`config.mk`:
```
export PLATFORM = sky130hd
export DESIGN_NAME = ttl_cache_oldest_evict_core
export DESIGN_NICKNAME = d
export VERILOG_FILES = /design/src/rtl/tce_pkg.sv /design/src/rtl/tce_ram.sv /design/src/rtl/tce_scan.sv /design/src/rtl/ttl_cache_oldest_evict_core.sv
export VERILOG_INCLUDE_DIRS = /design/src /design/src/rtl
export SDC_FILE = /design/constraint.sdc
export NUM_CORES = 2
export LEC_CHECK = 0
export CORE_ASPECT_RATIO = 0.5
export CORE_MARGIN = 8
export CORE_UTILIZATION = 45
export DETAILED_ROUTE_END_ITERATION = 12
export DONT_BUFFER_PORTS = 1
export GPL_TIMING_DRIVEN = 1
export PLACE_DENSITY = 0.6
export SYNTH_ARGS = -nofsm -noshare
export SYNTH_HDL_FRONTEND = slang
export SYNTH_SLANG_ARGS = --single-unit
export TNS_END_PERCENT = 100
```
`constraint.sdc`:
```
create_clock -name clock -period 8.3 [get_ports clock]
set_input_delay 1.66 -clock clock [delete_from_list [all_inputs] [get_ports clock]]
set_output_delay 1.66 -clock clock [all_outputs]
set_load 0.1 [all_outputs]
```
`src/rtl/ttl_cache_oldest_evict_core_defines.svh`:
```
// Assertion macros for the TTL cache core.
// Used by the top level; expects signals named clock and reset in scope.
`ifndef TTL_CACHE_OLDEST_EVICT_CORE_DEFINES_SVH
`define TTL_CACHE_OLDEST_EVICT_CORE_DEFINES_SVH

// Same-cycle implication
`define TCE_ASSERT_NOW(label, ante, cons, msg) \
   label: assert property (@(posedge clock) disable iff (reset) (ante) |-> (cons)) \
      else $error(msg);

// Next-cycle implication
`define TCE_ASSERT_NEXT(label, ante, cons, msg) \
   label: assert property (@(posedge clock) disable iff (reset) (ante) |=> (cons)) \
      else $error(msg);

`endif

```
`src/rtl/tce_pkg.sv`:
```
// Shared constants and types for the TTL cache core.
// No dependencies; imported by tce_scan, the top level, the checker and the testbench.
package tce_pkg;

   localparam int CAPACITY    = 16;
   localparam int SLOT_BITS   = (CAPACITY > 1) ? $clog2(CAPACITY) : 1;
   localparam int ADDR_BITS   = $clog2(CAPACITY + 1);
   localparam int CNT_BITS    = $clog2(CAPACITY + 1);
   localparam int KEY_BITS    = 64;
   localparam int VALUE_BITS  = 32;
   localparam int TIME_BITS   = 32;
   localparam int TTL_BITS    = 31;
   localparam int LIMIT_BITS  = 5;
   localparam int ECOUNT_BITS = 5;
   localparam int FOUND_BITS  = 32;
   localparam int CSR_IDX_BITS = 1;
   localparam int CSR_DATA_BITS = 31;
   localparam int CMP_BITS    = (CNT_BITS > LIMIT_BITS) ? CNT_BITS : LIMIT_BITS;

   localparam logic [LIMIT_BITS-1:0] MAX_RESET = LIMIT_BITS'(16);
   localparam logic [TTL_BITS-1:0]   TTL_RESET = TTL_BITS'(3600);

   typedef enum logic [1:0] {
      ACT_LOOKUP     = 2'd0,
      ACT_STORE      = 2'd1,
      ACT_INVALIDATE = 2'd2,
      ACT_TICK       = 2'd3
   } action_type;

   typedef enum logic [CSR_IDX_BITS-1:0] {
      CSR_MAX_ENTRIES = 1'b0,
      CSR_TTL_TICKS   = 1'b1
   } csr_index_type;

   // One stored entry
   typedef struct packed {
      logic [KEY_BITS-1:0]   key;
      logic [VALUE_BITS-1:0] value;
      logic [TIME_BITS-1:0]  stamp;
   } entry_type;

   localparam int ENTRY_BITS = $bits(entry_type);

   // Slot being examined this cycle
   typedef struct packed {
      logic                 valid;
      logic [SLOT_BITS-1:0] slot;
      logic                 slot_valid;
   } scan_beat_type;

   // Outcome of a full pass over the table
   typedef struct packed {
      logic                  match_found;
      logic                  match_expired;
      logic [SLOT_BITS-1:0]  match_slot;
      logic [VALUE_BITS-1:0] match_value;
      logic                  oldest_found;
      logic [SLOT_BITS-1:0]  oldest_slot;
      logic                  free_found;
      logic [SLOT_BITS-1:0]  free_slot;
   } scan_result_type;

endpackage

```
`src/rtl/tce_ram.sv`:
```
// Generic single-write, single-read synchronous RAM with registered read data.
// No dependencies.
module tce_ram #(
   parameter int WIDTH = 8,
   parameter int DEPTH = 16
) (
   input  logic                     clock,
   input  logic                     wr_en,
   input  logic [$clog2(DEPTH)-1:0] wr_addr,
   input  logic [WIDTH-1:0]         wr_data,
   input  logic                     rd_en,
   input  logic [$clog2(DEPTH)-1:0] rd_addr,
   output logic [WIDTH-1:0]         rd_data
);

   logic [WIDTH-1:0] mem [DEPTH];
   logic [WIDTH-1:0] rd_data_ff;

   always_ff @(posedge clock) begin
      if (wr_en) begin
         mem[wr_addr] <= wr_data;
      end
      if (rd_en) begin
         rd_data_ff <= mem[rd_addr];
      end
   end

   assign rd_data = rd_data_ff;

endmodule

```
`src/rtl/tce_scan.sv`:
```
// Scan accumulator: looks at one slot per cycle and keeps the key match,
// the oldest live entry and the lowest free slot. Depends on tce_pkg.
module tce_scan import tce_pkg::*; (
   input  logic                  clock,
   input  logic                  reset,
   input  logic                  start,
   input  scan_beat_type         beat,
   input  entry_type             rd_entry,
   input  logic [KEY_BITS-1:0]   req_key,
   input  logic [TIME_BITS-1:0]  time_now,
   input  logic [TTL_BITS-1:0]   ttl_ticks,
   output logic                  cur_expired,
   output scan_result_type       result
);

   scan_result_type        res_ff, res_in;
   logic [TIME_BITS-1:0]   oldest_age_ff, oldest_age_in;
   logic [TIME_BITS-1:0]   age;
   logic                   live;
   logic                   key_eq;

   // age wraps modulo 2^32
   assign age         = time_now - rd_entry.stamp;
   assign cur_expired = age > {1'b0, ttl_ticks};
   assign live        = beat.slot_valid && !cur_expired;
   assign key_eq      = rd_entry.key == req_key;

   always_comb begin
      res_in        = res_ff;
      oldest_age_in = oldest_age_ff;
      if (beat.valid) begin
         // keys are unique, the first valid match is the only one
         if (beat.slot_valid && key_eq && !res_ff.match_found) begin
            res_in.match_found   = 1'b1;
            res_in.match_expired = cur_expired;
            res_in.match_slot    = beat.slot;
            res_in.match_value   = rd_entry.value;
         end
         // strictly greater keeps the lowest slot on ties
         if (live && (!res_ff.oldest_found || age > oldest_age_ff)) begin
            res_in.oldest_found = 1'b1;
            res_in.oldest_slot  = beat.slot;
            oldest_age_in       = age;
         end
         // expired slots count as free, a store drops them
         if ((!beat.slot_valid || cur_expired) && !res_ff.free_found) begin
            res_in.free_found = 1'b1;
            res_in.free_slot  = beat.slot;
         end
      end
   end

   always_ff @(posedge clock) begin
      if (reset || start) begin
         res_ff.match_found  <= 1'b0;
         res_ff.oldest_found <= 1'b0;
         res_ff.free_found   <= 1'b0;
      end else begin
         res_ff.match_found  <= res_in.match_found;
         res_ff.oldest_found <= res_in.oldest_found;
         res_ff.free_found   <= res_in.free_found;
      end
      res_ff.match_expired <= res_in.match_expired;
      res_ff.match_slot    <= res_in.match_slot;
      res_ff.match_value   <= res_in.match_value;
      res_ff.oldest_slot   <= res_in.oldest_slot;
      res_ff.free_slot     <= res_in.free_slot;
      oldest_age_ff        <= oldest_age_in;
   end

   assign result = res_ff;

endmodule

```
`src/rtl/ttl_cache_oldest_evict_core.sv`:
```
// Top level of the TTL cache: sequencer, valid bits, counters and registers.
// Depends on tce_pkg, tce_ram, tce_scan and ttl_cache_oldest_evict_core_defines.svh.
//
//   channel  direction  handshake           payload
//   req      in         req_valid/req_stall action, fingerprint_key, store_value
//   rsp      out        rsp_valid/rsp_stall hit, found_value, entry_count
//   csr      in         csr_write_en        csr_index, csr_wdata
//
// Lookup and store: the scan reads the entry RAM one slot at a time, the scan accumulator
// takes each read data, ST_FINISH updates the table and ST_DONE loads the result.
// Invalidate, tick and ignored stores go from accept straight to ST_DONE to load the result.
// Reset clears all valid bits at once; no clearing pass is needed.
// One item is in work at a time; a held result only delays its completion.
`include "ttl_cache_oldest_evict_core_defines.svh"

module ttl_cache_oldest_evict_core import tce_pkg::*; (
   input  logic                     clock,
   input  logic                     reset,
   input  logic                     req_valid,
   output logic                     req_stall,
   input  logic [1:0]               req_action,
   input  logic [KEY_BITS-1:0]      req_fingerprint_key,
   input  logic [VALUE_BITS-1:0]    req_store_value,
   output logic                     rsp_valid,
   input  logic                     rsp_stall,
   output logic                     rsp_hit,
   output logic [FOUND_BITS-1:0]    rsp_found_value,
   output logic [ECOUNT_BITS-1:0]   rsp_entry_count,
   input  logic                     csr_write_en,
   input  logic [CSR_IDX_BITS-1:0]  csr_index,
   input  logic [CSR_DATA_BITS-1:0] csr_wdata
);

   typedef enum logic [3:0] {
      ST_IDLE   = 4'b0001,
      ST_SCAN   = 4'b0010,
      ST_FINISH = 4'b0100,
      ST_DONE   = 4'b1000
   } state_type;

   state_type              state_ff, state_in;
   logic [CAPACITY-1:0]    valid_ff, valid_in;
   logic [CNT_BITS-1:0]    valid_count_ff, valid_count_in;
   logic [TIME_BITS-1:0]   time_now_ff;
   logic [LIMIT_BITS-1:0]  max_entries_ff;
   logic [TTL_BITS-1:0]    ttl_ticks_ff;

   action_type             op_ff;
   logic [KEY_BITS-1:0]    key_ff;
   logic [VALUE_BITS-1:0]  value_ff;
   logic                   res_hit_ff;
   logic [VALUE_BITS-1:0]  res_value_ff;

   logic [ADDR_BITS-1:0]   rd_addr_ff;
   logic                   beat_valid_ff;
   logic [SLOT_BITS-1:0]   beat_slot_ff;

   logic                   rsp_valid_ff;
   logic                   rsp_hit_ff;
   logic [FOUND_BITS-1:0]  rsp_found_value_ff;
   logic [ECOUNT_BITS-1:0] rsp_entry_count_ff;

   logic                   req_take;
   logic                   rd_en;
   logic                   scan_last;
   logic                   out_free;
   logic                   store_ok;
   action_type             req_op;
   entry_type              rd_entry, wr_entry;
   logic                   wr_en;
   scan_beat_type          beat;
   scan_result_type        res;
   logic                   cur_expired;

   logic [CMP_BITS-1:0]    limit;
   logic [CMP_BITS-1:0]    max_ext;
   logic                   do_evict;
   logic                   keep_match;
   logic                   use_oldest;
   logic [SLOT_BITS-1:0]   target_slot;

   assign req_op    = action_type'(req_action);
   assign req_stall = state_ff != ST_IDLE;
   assign req_take  = req_valid && !req_stall;
   assign out_free  = !rsp_valid_ff || !rsp_stall;
   assign store_ok  = (req_fingerprint_key != '0) && (req_store_value != '0);

   // entry RAM
   assign rd_en     = (state_ff == ST_SCAN) && (rd_addr_ff < ADDR_BITS'(CAPACITY));
   assign wr_en     = (state_ff == ST_FINISH) && (op_ff == ACT_STORE);
   assign wr_entry  = '{key: key_ff, value: value_ff, stamp: time_now_ff};

   tce_ram #(
      .WIDTH(ENTRY_BITS),
      .DEPTH(CAPACITY)
   ) u_ram (
      .clock   (clock),
      .wr_en   (wr_en),
      .wr_addr (target_slot),
      .wr_data (wr_entry),
      .rd_en   (rd_en),
      .rd_addr (rd_addr_ff[SLOT_BITS-1:0]),
      .rd_data (rd_entry)
   );

   // scan accumulator
   assign beat = '{valid: beat_valid_ff, slot: beat_slot_ff,
                   slot_valid: valid_ff[beat_slot_ff]};

   tce_scan u_scan (
      .clock       (clock),
      .reset       (reset),
      .start       (req_take),
      .beat        (beat),
      .rd_entry    (rd_entry),
      .req_key     (key_ff),
      .time_now    (time_now_ff),
      .ttl_ticks   (ttl_ticks_ff),
      .cur_expired (cur_expired),
      .result      (res)
   );

   assign scan_last = beat_valid_ff && (beat_slot_ff == SLOT_BITS'(CAPACITY - 1));

   // limit: zero counts as one, above capacity saturates
   assign max_ext = CMP_BITS'(max_entries_ff);
   always_comb begin
      if (max_entries_ff == '0) begin
         limit = CMP_BITS'(1);
      end else if (max_ext > CMP_BITS'(CAPACITY)) begin
         limit = CMP_BITS'(CAPACITY);
      end else begin
         limit = max_ext;
      end
   end

   // store placement after expiry drops and eviction
   assign do_evict   = (CMP_BITS'(valid_count_ff) >= limit) && res.oldest_found;
   assign keep_match = res.match_found && !res.match_expired
                       && !(do_evict && (res.oldest_slot == res.match_slot));
   assign use_oldest = do_evict && (!res.free_found || (res.oldest_slot < res.free_slot));
   always_comb begin
      if (keep_match) begin
         target_slot = res.match_slot;
      end else if (use_oldest) begin
         target_slot = res.oldest_slot;
      end else begin
         target_slot = res.free_slot;
      end
   end

   // valid bits and count
   always_comb begin
      valid_in       = valid_ff;
      valid_count_in = valid_count_ff;
      if (req_take && (req_op == ACT_INVALIDATE)) begin
         valid_in       = '0;
         valid_count_in = '0;
      end else if ((state_ff == ST_SCAN) && (op_ff == ACT_STORE) && beat_valid_ff
                   && valid_ff[beat_slot_ff] && cur_expired) begin
         valid_in[beat_slot_ff] = 1'b0;
         valid_count_in         = valid_count_ff - CNT_BITS'(1);
      end else if (state_ff == ST_FINISH) begin
         if (op_ff == ACT_STORE) begin
            if (do_evict) begin
               valid_in[res.oldest_slot] = 1'b0;
            end
            valid_in[target_slot] = 1'b1;
            valid_count_in = valid_count_ff - CNT_BITS'(do_evict) + CNT_BITS'(!keep_match);
         end else if (res.match_found && res.match_expired) begin
            valid_in[res.match_slot] = 1'b0;
            valid_count_in           = valid_count_ff - CNT_BITS'(1);
         end
      end
   end

   // sequencer
   always_comb begin
      state_in = state_ff;
      case (state_ff)
         ST_IDLE: begin
            if (req_take) begin
               if ((req_op == ACT_LOOKUP) || ((req_op == ACT_STORE) && store_ok)) begin
                  state_in = ST_SCAN;
               end else begin
                  state_in = ST_DONE;
               end
            end
         end
         ST_SCAN: begin
            if (scan_last) begin
               state_in = ST_FINISH;
            end
         end
         ST_FINISH: begin
            state_in = ST_DONE;
         end
         ST_DONE: begin
            if (out_free) begin
               state_in = ST_IDLE;
            end
         end
         default: begin
            state_in = ST_IDLE;
         end
      endcase
   end

   // control registers
   always_ff @(posedge clock) begin
      if (reset) begin
         state_ff       <= ST_IDLE;
         valid_ff       <= '0;
         valid_count_ff <= '0;
         time_now_ff    <= '0;
         max_entries_ff <= MAX_RESET;
         ttl_ticks_ff   <= TTL_RESET;
         beat_valid_ff  <= 1'b0;
         rd_addr_ff     <= '0;
         rsp_valid_ff   <= 1'b0;
      end else begin
         state_ff       <= state_in;
         valid_ff       <= valid_in;
         valid_count_ff <= valid_count_in;
         if (req_take && (req_op == ACT_TICK)) begin
            time_now_ff <= time_now_ff + TIME_BITS'(1);
         end
         if (csr_write_en) begin
            case (csr_index_type'(csr_index))
               CSR_MAX_ENTRIES: max_entries_ff <= csr_wdata[LIMIT_BITS-1:0];
               CSR_TTL_TICKS:   ttl_ticks_ff   <= csr_wdata[TTL_BITS-1:0];
               default: begin
               end
            endcase
         end
         if (req_take) begin
            rd_addr_ff    <= '0;
            beat_valid_ff <= 1'b0;
         end else begin
            beat_valid_ff <= rd_en;
            if (rd_en) begin
               rd_addr_ff <= rd_addr_ff + ADDR_BITS'(1);
            end
         end
         if ((state_ff == ST_DONE) && out_free) begin
            rsp_valid_ff <= 1'b1;
         end else if (!rsp_stall) begin
            rsp_valid_ff <= 1'b0;
         end
      end
   end

   // payload registers
   always_ff @(posedge clock) begin
      if (req_take) begin
         op_ff        <= req_op;
         key_ff       <= req_fingerprint_key;
         value_ff     <= req_store_value;
         res_hit_ff   <= 1'b0;
         res_value_ff <= '0;
      end else if ((state_ff == ST_FINISH) && (op_ff == ACT_LOOKUP)
                   && res.match_found && !res.match_expired) begin
         res_hit_ff   <= 1'b1;
         res_value_ff <= res.match_value;
      end
      beat_slot_ff <= rd_addr_ff[SLOT_BITS-1:0];
      if ((state_ff == ST_DONE) && out_free) begin
         rsp_hit_ff         <= res_hit_ff;
         rsp_found_value_ff <= FOUND_BITS'(res_value_ff);
         rsp_entry_count_ff <= ECOUNT_BITS'(valid_count_ff);
      end
   end

   assign rsp_valid       = rsp_valid_ff;
   assign rsp_hit         = rsp_hit_ff;
   assign rsp_found_value = rsp_found_value_ff;
   assign rsp_entry_count = rsp_entry_count_ff;

   // checks
   `TCE_ASSERT_NOW(a_count_matches_bits, 1'b1,
      valid_count_ff == CNT_BITS'($countones(valid_ff)), "entry count out of step")
   `TCE_ASSERT_NEXT(a_busy_after_accept, req_take,
      state_ff != ST_IDLE, "accepted item did not start")
   `TCE_ASSERT_NEXT(a_store_target_valid, wr_en,
      valid_ff[$past(target_slot)], "stored slot not marked valid")
   `TCE_ASSERT_NOW(a_write_not_during_read, wr_en, !rd_en, "RAM read and write overlap")

endmodule

```
==> impl_metrics.yaml <==
outcome:
  status: "complete, no violations"
timing:
  final-setup-viol-count: 0
  hold_viol_final: 0
  worstMarginPinSlew_ns: 1.197
  fin_crit_sh_pct: 84.36
  finalCriticalPeriod_ns: 7.002
  setup_ws_ns: 1.298
  maxSlewViolCount: 0
  fin_skew_ns: 0.09956
  max_freq_mhz: 142.8
  rsz0062_at_grt: "false"
  relSlewSlack_pct: 20.00
drt:
  ant_nets: 0
  wl_um: 234400
  drc: 0
  drtPass1Iterations: 6
  routedWlPerCell_um: 29.96
  vias: 46702
  drt_iter0_markers: 4911
  via_per_inst: 5.970
synthesis:
  synth_edf_count: 2389
  synth_top_area_share_pct: 73.42
  synth_fp_nets: 4895
  synth-main-ff-cell: "edfxtp_1"
  synth-async-reset-ratio_pct: 0
  yosysWarningCount: 0
  yosysUniqueCellTypes: 74
  avgSynthCellArea_sq_um: 21.04
  ys_seq_elements: 2529
  synth_area_sq_um: 97710
  syn_inst: 4645
  yosysTopAreaCell: "edfxtp_1"
  synth_area_leaders: "edfxtp_1, mux4_2, dfxtp_1, ha_1, nand2_1"
  ys_seq_area_share_pct: 76.28
worst_setup_path:
  worst-setup-path-type: "flip-flop to flip-flop"
  start_kind: "flip-flop"
  cp_slowest_cell: "a21oi_4"
  critPathMaxStageDelay_ns: 0.92
  crit_chain: "inv_1 -> ha_1 -> fa_1 -> nor2b_1 -> o31a_1 -> o2111ai_1 -> a211oi_1 -> o21ai_0 -> a21boi_0 -> o21ai_0 -> o311ai_0 -> ha_1 -> nand2_1 -> a21oi_1 -> a211oi_1 -> o311ai_0 -> a211o_1 -> a21boi_0 -> mux2_4 -> nand2_1 -> a21oi_4"
  worstPathMaxFanout: 36
  cp.required_ns: 8.69
  worstPathArrival_ns: 7.39
  crit_path_end_kind: "flip-flop"
worst_hold_path:
  hp-class: "flip-flop to flip-flop"
place:
  dp_hpwl_um: 122500
  io_buffer_count: 0
  dp_cells: 7422
  post-place-ws_ns: 1.516
  globalplace.congestion: 0.8636
  dpl-instance-area_sq_um: 101700
clock_network:
  numCtsBuffers: 222
  cts_hold_buf: 0
  worstSkewPairLatency_ns: 0.89
  cts_resized: 0
  cts_sinks: 2529
  clkSlewWorstSetupHoldPaths_ns: 0.07
  tritoncts: "done"
  cts_setup_buffers: 0
  clk_path_buf_depth: 4
  root_buffer: "clkbuf_16"
  cts-htree-levels: 4
final_layout:
  nets: 5006
  stdcell_area_sq_um: 108700
  fin_cells: 7823
  layout-drive-gt1-share_pct: 21.96
  syn_to_final_growth_pct: 11.21
floorplanning:
  die-area_sq_um: 233200
  floorplan.initialDensity_pct: 45.07
  io_pins: 175
  rows: 121
  core_area_sq_um: 216800
  die_y_um: 345.5
  die_x_um: 675.0
global_route:
  overflow: 0
  grt_pass1_vias: 47618
  antenna_found_initial: 7
  gr-usage-all-layers_pct: 19.68
  grt_max_degree: 146
  grt_pass1_wl_um: 337600
power_and_ir_drop:
  powerDensity_nw_per_um2: 227.9
  power_mw: 24.77
  ir_drop_mv: 0.2040
  leakage_nw: 34.06
job:
  maxCapViolCount: 0
## power by group
part	internal, mW	switching [mW]	leakage (nW)
Clock	5.60	4.49	3.39
Sequential	14.1	0.230	23.4
Combinational	0.122	0.241	7.27
Total	19.8	4.96	34.1
## cell usage after synthesis (10+ instances only)
| cell | instances |
|---|---|
| edfxtp_1 | 2389 |
| mux4_2 | 644 |
| nand2_1 | 232 |
| a21oi_1 | 146 |
| dfxtp_1 | 140 |
| clkbuf_1 | 137 |
| inv_1 | 134 |
| nor2_1 | 115 |
| ha_1 | 113 |
| xor2_1 | 71 |
| nor4_1 | 56 |
| o21ai_0 | 49 |
| buf_1 | 48 |
| xnor2_1 | 45 |
| nand4_1 | 31 |
| nand3_1 | 30 |
| a21o_1 | 25 |
| nand2b_1 | 20 |
| and3_1 | 15 |
| nor3_1 | 15 |
| o32ai_1 | 14 |
| nor2b_1 | 13 |
| mux2i_1 | 12 |
| o21a_1 | 12 |
| o22ai_1 | 10 |
## state kept, by name, indices dropped and copies added, names as in the netlist, 16 cells and up
signal,count
u_scan.result,48
time_now_ff,32
rsp_found_value,32
u_ram.rd_data,128
u_scan.oldest_age_ff,32
key_ff,64
res_value_ff,32
valid_ff,16
value_ff,32
u_ram.mem,2048
ttl_ticks_ff,31
## layout by cell type, fill, tap and decap left out, types with 60 or more instances in the layout
cell and n:
nand2_1 232, inv_1 134, nor2_1 99, edfxtp_1 2389, clkbuf_1 60, ha_1 113, clkbuf_16 226, xor2_1 71
mux4_2 644, a21oi_1 144, dfxtp_1 136
## path summary, 6_finish.rpt
path	startpoint	end	slack (ns)	cells past startpoint
worst max-delay path	time_now_ff[0]$_SDFFE_PP0P_	u_scan.oldest_age_ff[24]$_DFFE_PP_	1.30	21
worst min-delay path	u_ram.rd_data[34]$_DFFE_PP_	u_scan.result[12]$_DFFE_PP_	0.42	0
worst max register to register	time_now_ff[0]$_SDFFE_PP0P_	u_scan.oldest_age_ff[24]$_DFFE_PP_	1.30	21
worst min register to register	u_ram.rd_data[34]$_DFFE_PP_	u_scan.result[12]$_DFFE_PP_	0.42	0
## logic make-up (layout without fill, tap and decap cells)
group | Yosys count | count (layout) | share of synthesized area, %
and+or+nand+nor | 572 | 572 | 2.821
DFF | 2529 | 2529 | 76.28
buffers and inverters | 326 | 604 | 1.271
muxes | 664 | 664 | 15.06
other | 0 | 10 | 0
adders and majority gates | 115 | 115 | 1.488
xor gates and xnor gates | 116 | 116 | 1.040
AOI/OAI and AO/OA | 323 | 323 | 2.033
## routing by layer
metal	global-route usage, %	part of all wire (%)	vias to the layer above
li1	-	-	19353
met1	28.92	44	25339
met2	31.18	47	1684
met3	3.343	6.7	326
met4	4.129	2.0	0
met5	0	0	-
## cell type report
type,count,area (sq um)
sequential,2529,74560
inverter,136,515.5
clock buffer,300,6073
fill,17085,108100
timing repair buffer,77,903.4
multi-input combinational,1790,22110
tap,2890,3616
antenna,10,25.02
clock inverter,91,873.3
## stage by stage
stage                     setup TNS [ns]  util, %  hold WS (ns)
final                                  0    50.13        0.4189
after global placement                 0    46.91        0.4057
after global routing                   0    50.12        0.4269
after detailed placement               0    46.91        0.4052
after floorplan                   -42.83        -        0.3290
after CTS                              0    50.11        0.4193
## critical path, delay by kind of cell, from the launching register on
kind	cells	cell delay (ns)
AO/OA/AOI/OAI	13	3.82
adder cells (fa/ha/maj)	3	1.06
buffers and inverters	1	0.17
flip-flops	1	0.67
multiplexers	1	0.38
AND/OR/NAND/NOR	3	0.44
Power figures use the tool's default switching activity.
